<file path="config.mk">
export PLATFORM = sky130hd
export DESIGN_NAME = ultrasonic_presence_detector
export DESIGN_NICKNAME = d
export VERILOG_FILES = /design/src/hdl/upd_pkg.sv /design/src/hdl/ultrasonic_presence_detector.sv /design/src/hdl/upd_cell.sv /design/src/hdl/upd_ranger.sv
export SDC_FILE = /design/constraint.sdc
export NUM_CORES = 1
export LEC_CHECK = 0
export BUFFER_PORTS_ARGS = -buffer_cell sky130_fd_sc_hd__buf_2
export CAP_MARGIN = 15
export CORE_MARGIN = 3
export CORE_UTILIZATION = 64
export CTS_CLUSTER_DIAMETER = 30
export CTS_CLUSTER_SIZE = 8
export DETAILED_ROUTE_END_ITERATION = 8
export GPL_TIMING_DRIVEN = 0
export PLACE_DENSITY = 0.82
export REMOVE_ABC_BUFFERS = 1
export SLEW_MARGIN = 20
export SYNTH_ARGS = -nofsm -noshare
export SYNTH_HDL_FRONTEND = slang
export SYNTH_SLANG_ARGS = --single-unit
</file>
<file path="constraint.sdc">
create_clock -name clk -period 13.9 [get_ports clk]
set_input_delay 0 -clock clk [delete_from_list [all_inputs] [get_ports clk]]
set_output_delay 0 -clock clk [all_outputs]
set_load 0.1 [all_outputs]
</file>
<file path="src/hdl/upd_pkg.sv">
package upd_pkg;

  localparam int unsigned CFG_W       = 18;
  localparam int unsigned CFG_INDEX_W = 3;
  localparam int unsigned DIST_W      = 12;
  localparam int unsigned THRESH_W    = 12;
  localparam int unsigned LEVEL_W     = 5;
  localparam int unsigned WAIT_W      = 18;
  localparam int unsigned PULSE_W     = 14;
  localparam int unsigned GAP_W       = 16;

  localparam logic [CFG_INDEX_W-1:0] REG_NEAR_THRESHOLD = 3'd0;
  localparam logic [CFG_INDEX_W-1:0] REG_ENTER_COUNT    = 3'd1;
  localparam logic [CFG_INDEX_W-1:0] REG_LEAVE_COUNT    = 3'd2;
  localparam logic [CFG_INDEX_W-1:0] REG_ECHO_WAIT      = 3'd3;
  localparam logic [CFG_INDEX_W-1:0] REG_ECHO_WIDTH     = 3'd4;
  localparam logic [CFG_INDEX_W-1:0] REG_GAP            = 3'd5;

  localparam logic [DIST_W-1:0] TIMEOUT_CM = 12'd3000;
  localparam logic [WAIT_W-1:0] TRIG_LOW_TICKS  = 18'd2;
  localparam logic [WAIT_W-1:0] TRIG_HIGH_TICKS = 18'd5;

  // width / 58 as (width * ceil(2^20 / 58)) >> 20, exact for 14-bit widths
  localparam int unsigned DIV_SHIFT  = 20;
  localparam int unsigned DIV_MULT_W = 15;
  localparam logic [DIV_MULT_W-1:0] DIV_MULT = 15'd18079;
  localparam int unsigned PROD_W = PULSE_W + DIV_MULT_W;

  typedef struct packed {
    logic [WAIT_W-1:0]  wait_limit;
    logic [PULSE_W-1:0] width_limit;
    logic [GAP_W-1:0]   gap;
  } upd_timing_t;

  typedef struct packed {
    logic              valid;
    logic [DIST_W-1:0] distance;
  } upd_sample_t;

endpackage

</file>
<file path="src/hdl/ultrasonic_presence_detector.sv">
// Ultrasonic presence detector. Each echo transaction is one microsecond tick of the
// sampled echo pin and yields exactly one result transaction on the next cycle; the block
// takes one tick per clock cycle when echo_stall is low; its output register holds the result
// while the far side stalls. The block runs its own ranging cycles (trigger low 2 ticks,
// high 5, wait for the echo rise, measure the high width, idle for the gap) and reports a
// distance of width/58 cm, or 3000 cm when the echo never rose. Each distance enters a
// chain of WINDOW_DEPTH one-bit cells as near or not near; presence sets when the near
// count exceeds enter_count and clears when it falls below leave_count. After reset the
// window is all not near, presence is 1 and distance_cm reads 0 until the first sample.
module ultrasonic_presence_detector #(
  parameter int unsigned WINDOW_DEPTH = 16
) (
  input  logic                              clk,
  input  logic                              rst,
  input  logic                              cfg_write,
  input  logic [upd_pkg::CFG_INDEX_W-1:0]   cfg_index,
  input  logic [upd_pkg::CFG_W-1:0]         cfg_data,
  input  logic                              echo_valid,
  output logic                              echo_stall,
  input  logic                              echo_level,
  output logic                              result_valid,
  input  logic                              result_stall,
  output logic                              trigger_level,
  output logic                              sample_valid,
  output logic [upd_pkg::DIST_W-1:0]        distance_cm,
  output logic                              present
);

  localparam int unsigned CNT_W = $clog2(WINDOW_DEPTH + 1);
  localparam int unsigned CMP_W = (CNT_W > upd_pkg::LEVEL_W) ? CNT_W : upd_pkg::LEVEL_W;

  logic [upd_pkg::THRESH_W-1:0] near_threshold_cm;
  logic [upd_pkg::LEVEL_W-1:0]  enter_count;
  logic [upd_pkg::LEVEL_W-1:0]  leave_count;
  upd_pkg::upd_timing_t         timing;
  upd_pkg::upd_sample_t         sample;

  logic                    accept, trigger, is_near, shift;
  logic [WINDOW_DEPTH-1:0] window;
  logic [CNT_W-1:0]        near_count, near_count_next;
  logic                    present_next;

  always_ff @(posedge clk) begin
    if (rst) begin
      near_threshold_cm  <= upd_pkg::THRESH_W'(50);
      enter_count        <= upd_pkg::LEVEL_W'(8);
      leave_count        <= upd_pkg::LEVEL_W'(4);
      timing.wait_limit  <= upd_pkg::WAIT_W'(200000);
      timing.width_limit <= upd_pkg::PULSE_W'(10000);
      timing.gap         <= upd_pkg::GAP_W'(1000);
    end else if (cfg_write) begin
      case (cfg_index)
        upd_pkg::REG_NEAR_THRESHOLD: near_threshold_cm <= cfg_data[upd_pkg::THRESH_W-1:0];
        upd_pkg::REG_ENTER_COUNT:    enter_count <= cfg_data[upd_pkg::LEVEL_W-1:0];
        upd_pkg::REG_LEAVE_COUNT:    leave_count <= cfg_data[upd_pkg::LEVEL_W-1:0];
        upd_pkg::REG_ECHO_WAIT:      timing.wait_limit <= cfg_data[upd_pkg::WAIT_W-1:0];
        upd_pkg::REG_ECHO_WIDTH:     timing.width_limit <= cfg_data[upd_pkg::PULSE_W-1:0];
        upd_pkg::REG_GAP:            timing.gap <= cfg_data[upd_pkg::GAP_W-1:0];
        default: ;
      endcase
    end
  end

  assign echo_stall = result_valid & result_stall;
  assign accept     = echo_valid & ~echo_stall;

  upd_ranger u_ranger (
    .clk     (clk),
    .rst     (rst),
    .advance (accept),
    .echo    (echo_level),
    .timing  (timing),
    .trigger (trigger),
    .sample  (sample)
  );

  assign is_near = (sample.distance < near_threshold_cm);
  assign shift   = accept & sample.valid;

  genvar i;
  generate
    for (i = 0; i < WINDOW_DEPTH; i++) begin : g_cell
      upd_cell u_cell (
        .clk   (clk),
        .rst   (rst),
        .shift (shift),
        .d     ((i == 0) ? is_near : window[(i == 0) ? 0 : i - 1]),
        .q     (window[i])
      );
    end
  endgenerate

  assign near_count_next = near_count - CNT_W'(window[WINDOW_DEPTH-1]) + CNT_W'(is_near);

  always_comb begin
    present_next = present;
    if (CMP_W'(near_count_next) > CMP_W'(enter_count)) begin
      present_next = 1'b1;
    end else if (CMP_W'(near_count_next) < CMP_W'(leave_count)) begin
      present_next = 1'b0;
    end
  end

  always_ff @(posedge clk) begin
    if (rst) begin
      result_valid <= 1'b0;
      near_count   <= '0;
      present      <= 1'b1;
      distance_cm  <= '0;
    end else begin
      if (accept) begin
        result_valid <= 1'b1;
      end else if (!result_stall) begin
        result_valid <= 1'b0;
      end
      if (shift) begin
        near_count  <= near_count_next;
        present     <= present_next;
        distance_cm <= sample.distance;
      end
    end
  end

  always_ff @(posedge clk) begin
    if (accept) begin
      trigger_level <= trigger;
      sample_valid  <= sample.valid;
    end
  end

endmodule

</file>
<file path="src/hdl/upd_cell.sv">
module upd_cell (
  input  logic clk,
  input  logic rst,
  input  logic shift,
  input  logic d,
  output logic q
);

  always_ff @(posedge clk) begin
    if (rst) begin
      q <= 1'b0;
    end else if (shift) begin
      q <= d;
    end
  end

endmodule

</file>
<file path="src/hdl/upd_ranger.sv">
module upd_ranger (
  input  logic                clk,
  input  logic                rst,
  input  logic                advance,
  input  logic                echo,
  input  upd_pkg::upd_timing_t timing,
  output logic                trigger,
  output upd_pkg::upd_sample_t sample
);

  localparam logic [2:0] PH_TRIG_LOW  = 3'd0;
  localparam logic [2:0] PH_TRIG_HIGH = 3'd1;
  localparam logic [2:0] PH_WAIT_RISE = 3'd2;
  localparam logic [2:0] PH_MEASURE   = 3'd3;
  localparam logic [2:0] PH_GAP       = 3'd4;

  logic [2:0]                    phase, phase_next;
  logic [upd_pkg::WAIT_W-1:0]    timer, timer_next, timer_inc;
  logic [upd_pkg::PULSE_W-1:0]   width, width_next, width_inc, width_sel;
  logic                          finish, timeout;
  logic [upd_pkg::PROD_W-1:0]    prod;
  logic [upd_pkg::DIST_W-1:0]    quotient;

  assign timer_inc = timer + 1'b1;
  assign width_inc = (width < timing.width_limit) ? width + 1'b1 : width;
  assign prod      = upd_pkg::PROD_W'(width_sel) * upd_pkg::PROD_W'(upd_pkg::DIV_MULT);
  assign quotient  = upd_pkg::DIST_W'(prod[upd_pkg::PROD_W-1:upd_pkg::DIV_SHIFT]);

  always_comb begin
    phase_next = phase;
    timer_next = timer;
    width_next = width;
    width_sel  = width;
    trigger    = 1'b0;
    finish     = 1'b0;
    timeout    = 1'b0;
    case (phase)
      PH_TRIG_HIGH: begin
        trigger = 1'b1;
        timer_next = timer_inc;
        if (timer_inc >= upd_pkg::TRIG_HIGH_TICKS) begin
          phase_next = PH_WAIT_RISE;
          timer_next = '0;
        end
      end
      PH_WAIT_RISE: begin
        if (echo) begin
          phase_next = PH_MEASURE;
          timer_next = '0;
          width_next = upd_pkg::PULSE_W'(1);
          width_sel  = upd_pkg::PULSE_W'(1);
          finish     = (upd_pkg::PULSE_W'(1) >= timing.width_limit);
        end else begin
          timer_next = timer_inc;
          finish     = (timer_inc >= timing.wait_limit);
          timeout    = finish;
        end
      end
      PH_MEASURE: begin
        if (echo) begin
          width_next = width_inc;
          width_sel  = width_inc;
          finish     = (width_inc >= timing.width_limit);
        end else begin
          finish = 1'b1;
        end
      end
      PH_GAP: begin
        timer_next = timer_inc;
        if (timer_inc >= upd_pkg::WAIT_W'(timing.gap)) begin
          phase_next = PH_TRIG_LOW;
          timer_next = '0;
        end
      end
      default: begin
        phase_next = PH_TRIG_LOW;
        timer_next = timer_inc;
        if (timer_inc >= upd_pkg::TRIG_LOW_TICKS) begin
          phase_next = PH_TRIG_HIGH;
          timer_next = '0;
        end
      end
    endcase
    if (finish) begin
      width_next = '0;
      timer_next = '0;
      phase_next = (timing.gap == '0) ? PH_TRIG_LOW : PH_GAP;
    end
  end

  assign sample.valid    = finish;
  assign sample.distance = timeout ? upd_pkg::TIMEOUT_CM : quotient;

  always_ff @(posedge clk) begin
    if (rst) begin
      phase <= PH_TRIG_LOW;
      timer <= '0;
      width <= '0;
    end else if (advance) begin
      phase <= phase_next;
      timer <= timer_next;
      width <= width_next;
    end
  end

endmodule

</file>
==> flow_summary.yaml <==
clocking:
  clkSinkCount: 140
  cts_resized: 0
  cts_tree: "built"
  cts_root_buffer: "clkbuf_16"
  clkSlewWorstSetupHoldPaths_ps: 60
  clockBufferDepth: 2
  cts_buffers: 17
  cts.htree.levels: 4
  clock_latency_ps: 420
die:
  die-height_um: 146.3
  placementRows: 50
  ios: 44
  chipWidth_um: 146.3
  die_area_sq_um: 21390
  floorplan.initialDensity: 0.6620
  core_sq_um: 19020
detailed_routing:
  routedWlPerCell_um: 17.26
  vias: 11140
  wl_met3_um: 2270
  dr_wl_met2_um: 14960
  met1Wirelength_um: 13700
  ant_nets: 0
  firstDrtPassIters: 6
  drt_wl_total_um: 31910
  initialDrtViolationCount: 969
  via_per_inst: 6.025
  drc: 0
  route.top_layer_used: "met4"
sta:
  period_needed_ps: 13280
  rsz0062_at_grt: "false"
  finalCritPeriodShare: 0.9553
  tightest_slew_ps: 1103
  fin_skew_ps: 11.56
  hold_violations: 0
  finalSetupTns_ps: 0
  setup_slack_ps: 620.9
  slew_violations: 0
  slew-limit-headroom: 0.2636
  fmax_mhz: 75.31
  setup_viol_count_final: 0
worst_setup_path:
  cp_common_cell: "ha_1"
  path_class: "flop to flop"
  r2r_slack_ps: 620
  rr_startpoint: "u_ranger.width[11]$_SDFFE_PP0P_"
  startpoint: "u_ranger.width[11]$_SDFFE_PP0P_"
  worstPathRequired_ps: 14210
  cp-start-kind: "flop"
  crit_path_end: "present$_SDFFE_PP1P_"
  worstReg2RegEnd: "present$_SDFFE_PP1P_"
  worstPathMaxFanout: 8
  arrival_ps: 13590
  critical-path-slowest-cell: "a2111oi_1"
  cpPeakStageDelay_ps: 780
  cp-end-kind: "flop"
  reg2reg_depth: 53
layout:
  syn_to_final_growth_pct: 9.758
  final_layout_size_suffix_gt1_frac: 0.07048
  final_cell_mix: "nand2_1 (232), ha_1 (214), inv_1 (199)"
  layout_commonest_cell: "nand2_1"
  nNetsFinal: 1876
  diodes: 0
global_routing:
  grt_usage: 0.3023
  grt_pass1_vias: 11040
  gr-total-overflow: 0
  antenna_found_initial: 0
  grt_max_degree: 100
  grt_pass1_wl_um: 53650
yosys:
  ys_seq_area_frac: 0.2242
  netlist.area_leader.share: 0.2194
  synth_ff_type: "dfxtp_1"
  syn_avg_cell_area_sq_um: 8.134
  syn_area_sq_um: 12590
  synthArstFlopShare: 0
  ys_seq_elements: 140
  yosys.cell_types.count: 72
  yosysTopAreaCell: "dfxtp_1"
  synth-edff-count: 2
  synthTopCellsByArea: "dfxtp_1 (22%), ha_1 (21%), fa_1 (9.4%)"
  syn_inst: 1548
  synth_warnings: 0
placement:
  hpwl_um: 23440
  io_buffers: 42
  place.gp.congestion: 0.9447
  place_ws_ps: 557.1
power_and_ir_drop:
  power_density_nw_per_um2: 70.76
  p_leak_nw: 6.846
  vdd_drop_max_uv: 81.70
job:
  drv_cap: 0
min_path:
  hold_path_class: "input pin to flop"
outcome:
  status: "finished, final reports clean"
[synth_stat cells (all sizes together) (8+ instances only)]
| library cell | instances |
|---|---|
| inv | 199 |
| a211o | 9 |
| o21ai | 42 |
| nor3 | 25 |
| nand4 | 24 |
| nand3 | 33 |
| nand2 | 232 |
| o211ai | 8 |
| and2 | 12 |
| nor2 | 93 |
| a22oi | 15 |
| xor2 | 11 |
| nor2b | 11 |
| buf | 16 |
| xnor2 | 35 |
| clkbuf | 48 |
| ha | 214 |
| a21o | 21 |
| fa | 59 |
| a21oi | 123 |
| nor4 | 12 |
| a211oi | 18 |
| nand2b | 11 |
| or3 | 9 |
| and4 | 9 |
| dfxtp | 138 |
| mux2i | 17 |
| o21a | 10 |
| nand3b | 19 |
[registers in the layout, summed over array words and instances (netlist names)]
signal             cells
leave_count            5
timing                48
g_cell.u_cell.q       16
result_valid           1
distance_cm           10
near_threshold_cm     12
u_ranger.timer        18
trigger_level          1
u_ranger.width        14
near_count             5
sample_valid           1
enter_count            5
present                1
u_ranger.phase         3
[timing repair]
item	4_1_cts	5_1_grt
setup endpoints to repair	0	1
buffers inserted	0	3
hold buffers	22	0
endpoints found under the hold margin	104	0
[area by class of cell]
cell class	instances	area, sq um
multi-input cells	1143	8792
fillers	1443	5199
flip-flops and latches	140	2823
inverters	201	754.5
repair buffers	73	539.3
clock buffers	19	452.9
well taps	260	325.3
clock inverters	13	132.6
[through the flow]
step	total power (W)	hold slack (ps)	instances	instance area, sq um	util
global route	0.001008	69.09	1849	13820	0.7266
CTS	0.0009788	41.40	1846	13790	0.7251
finish	0.0009779	54.24	1849	13820	0.7266
detailed placement	0.0005273	221.4	1792	12980	0.6827
global placement	0.0005223	215.6	1786	12860	0.6763
floorplan	0.0004873	69.07	1484	12330	-
[worst max-delay path: cells and delay by family, from the launching register on]
kind | cells | cell delay [ps]
adder cells (fa/ha/maj) | 14 | 5040
AO/OA/AOI/OAI | 22 | 4910
AND/OR/NAND/NOR | 7 | 1300
XOR/XNOR | 3 | 770
buffers and inverters | 7 | 640
flip-flops | 1 | 480
[power by group]
part / switching (W) / total (W) / internal, W / leakage (nW)
Combinational: 0.0000741 / 0.000110 / 0.0000361 / 5.43
Sequential: 0.00000755 / 0.000417 / 0.000409 / 1.14
Clock: 0.000191 / 0.000451 / 0.000260 / 0.280
Total: 0.000272 / 0.000978 / 0.000705 / 6.85
[cells by family (layout without fill, tap and decap cells)]
logic type,after synthesis,in the layout,synth area share
fa+ha+maj,273,273,0.3065
simple gates,513,513,0.1921
other cells,1,1,0.0002978
compound gates,289,289,0.1469
mux,21,21,0.01709
flops,140,140,0.2242
xor+xnor,46,46,0.03200
buf+inv,265,306,0.08099
[worst min path at each step]
stage	from	to	depth (start not counted)
after floorplan	rst	distance_cm[6]$_SDFFE_PP0P_	1
after global placement	cfg_data[17]	timing[47]$_SDFFE_PP1P_	3
after detailed placement	cfg_data[17]	timing[47]$_SDFFE_PP1P_	3
after CTS	cfg_index[1]	timing[1]$_SDFFE_PP0P_	4
after global routing	cfg_index[1]	timing[2]$_SDFFE_PP0P_	4
final	cfg_index[1]	timing[2]$_SDFFE_PP0P_	4
[layer usage]
| layer | GRT usage | vias up |
|---|---|---|
| met5 | 0 | - |
| met4 | 0.1171 | 0 |
| met3 | 0.05121 | 87 |
| met2 | 0.4950 | 432 |
| met1 | 0.4007 | 5289 |
| li1 | - | 5332 |
(Power assumes the default switching activity.)
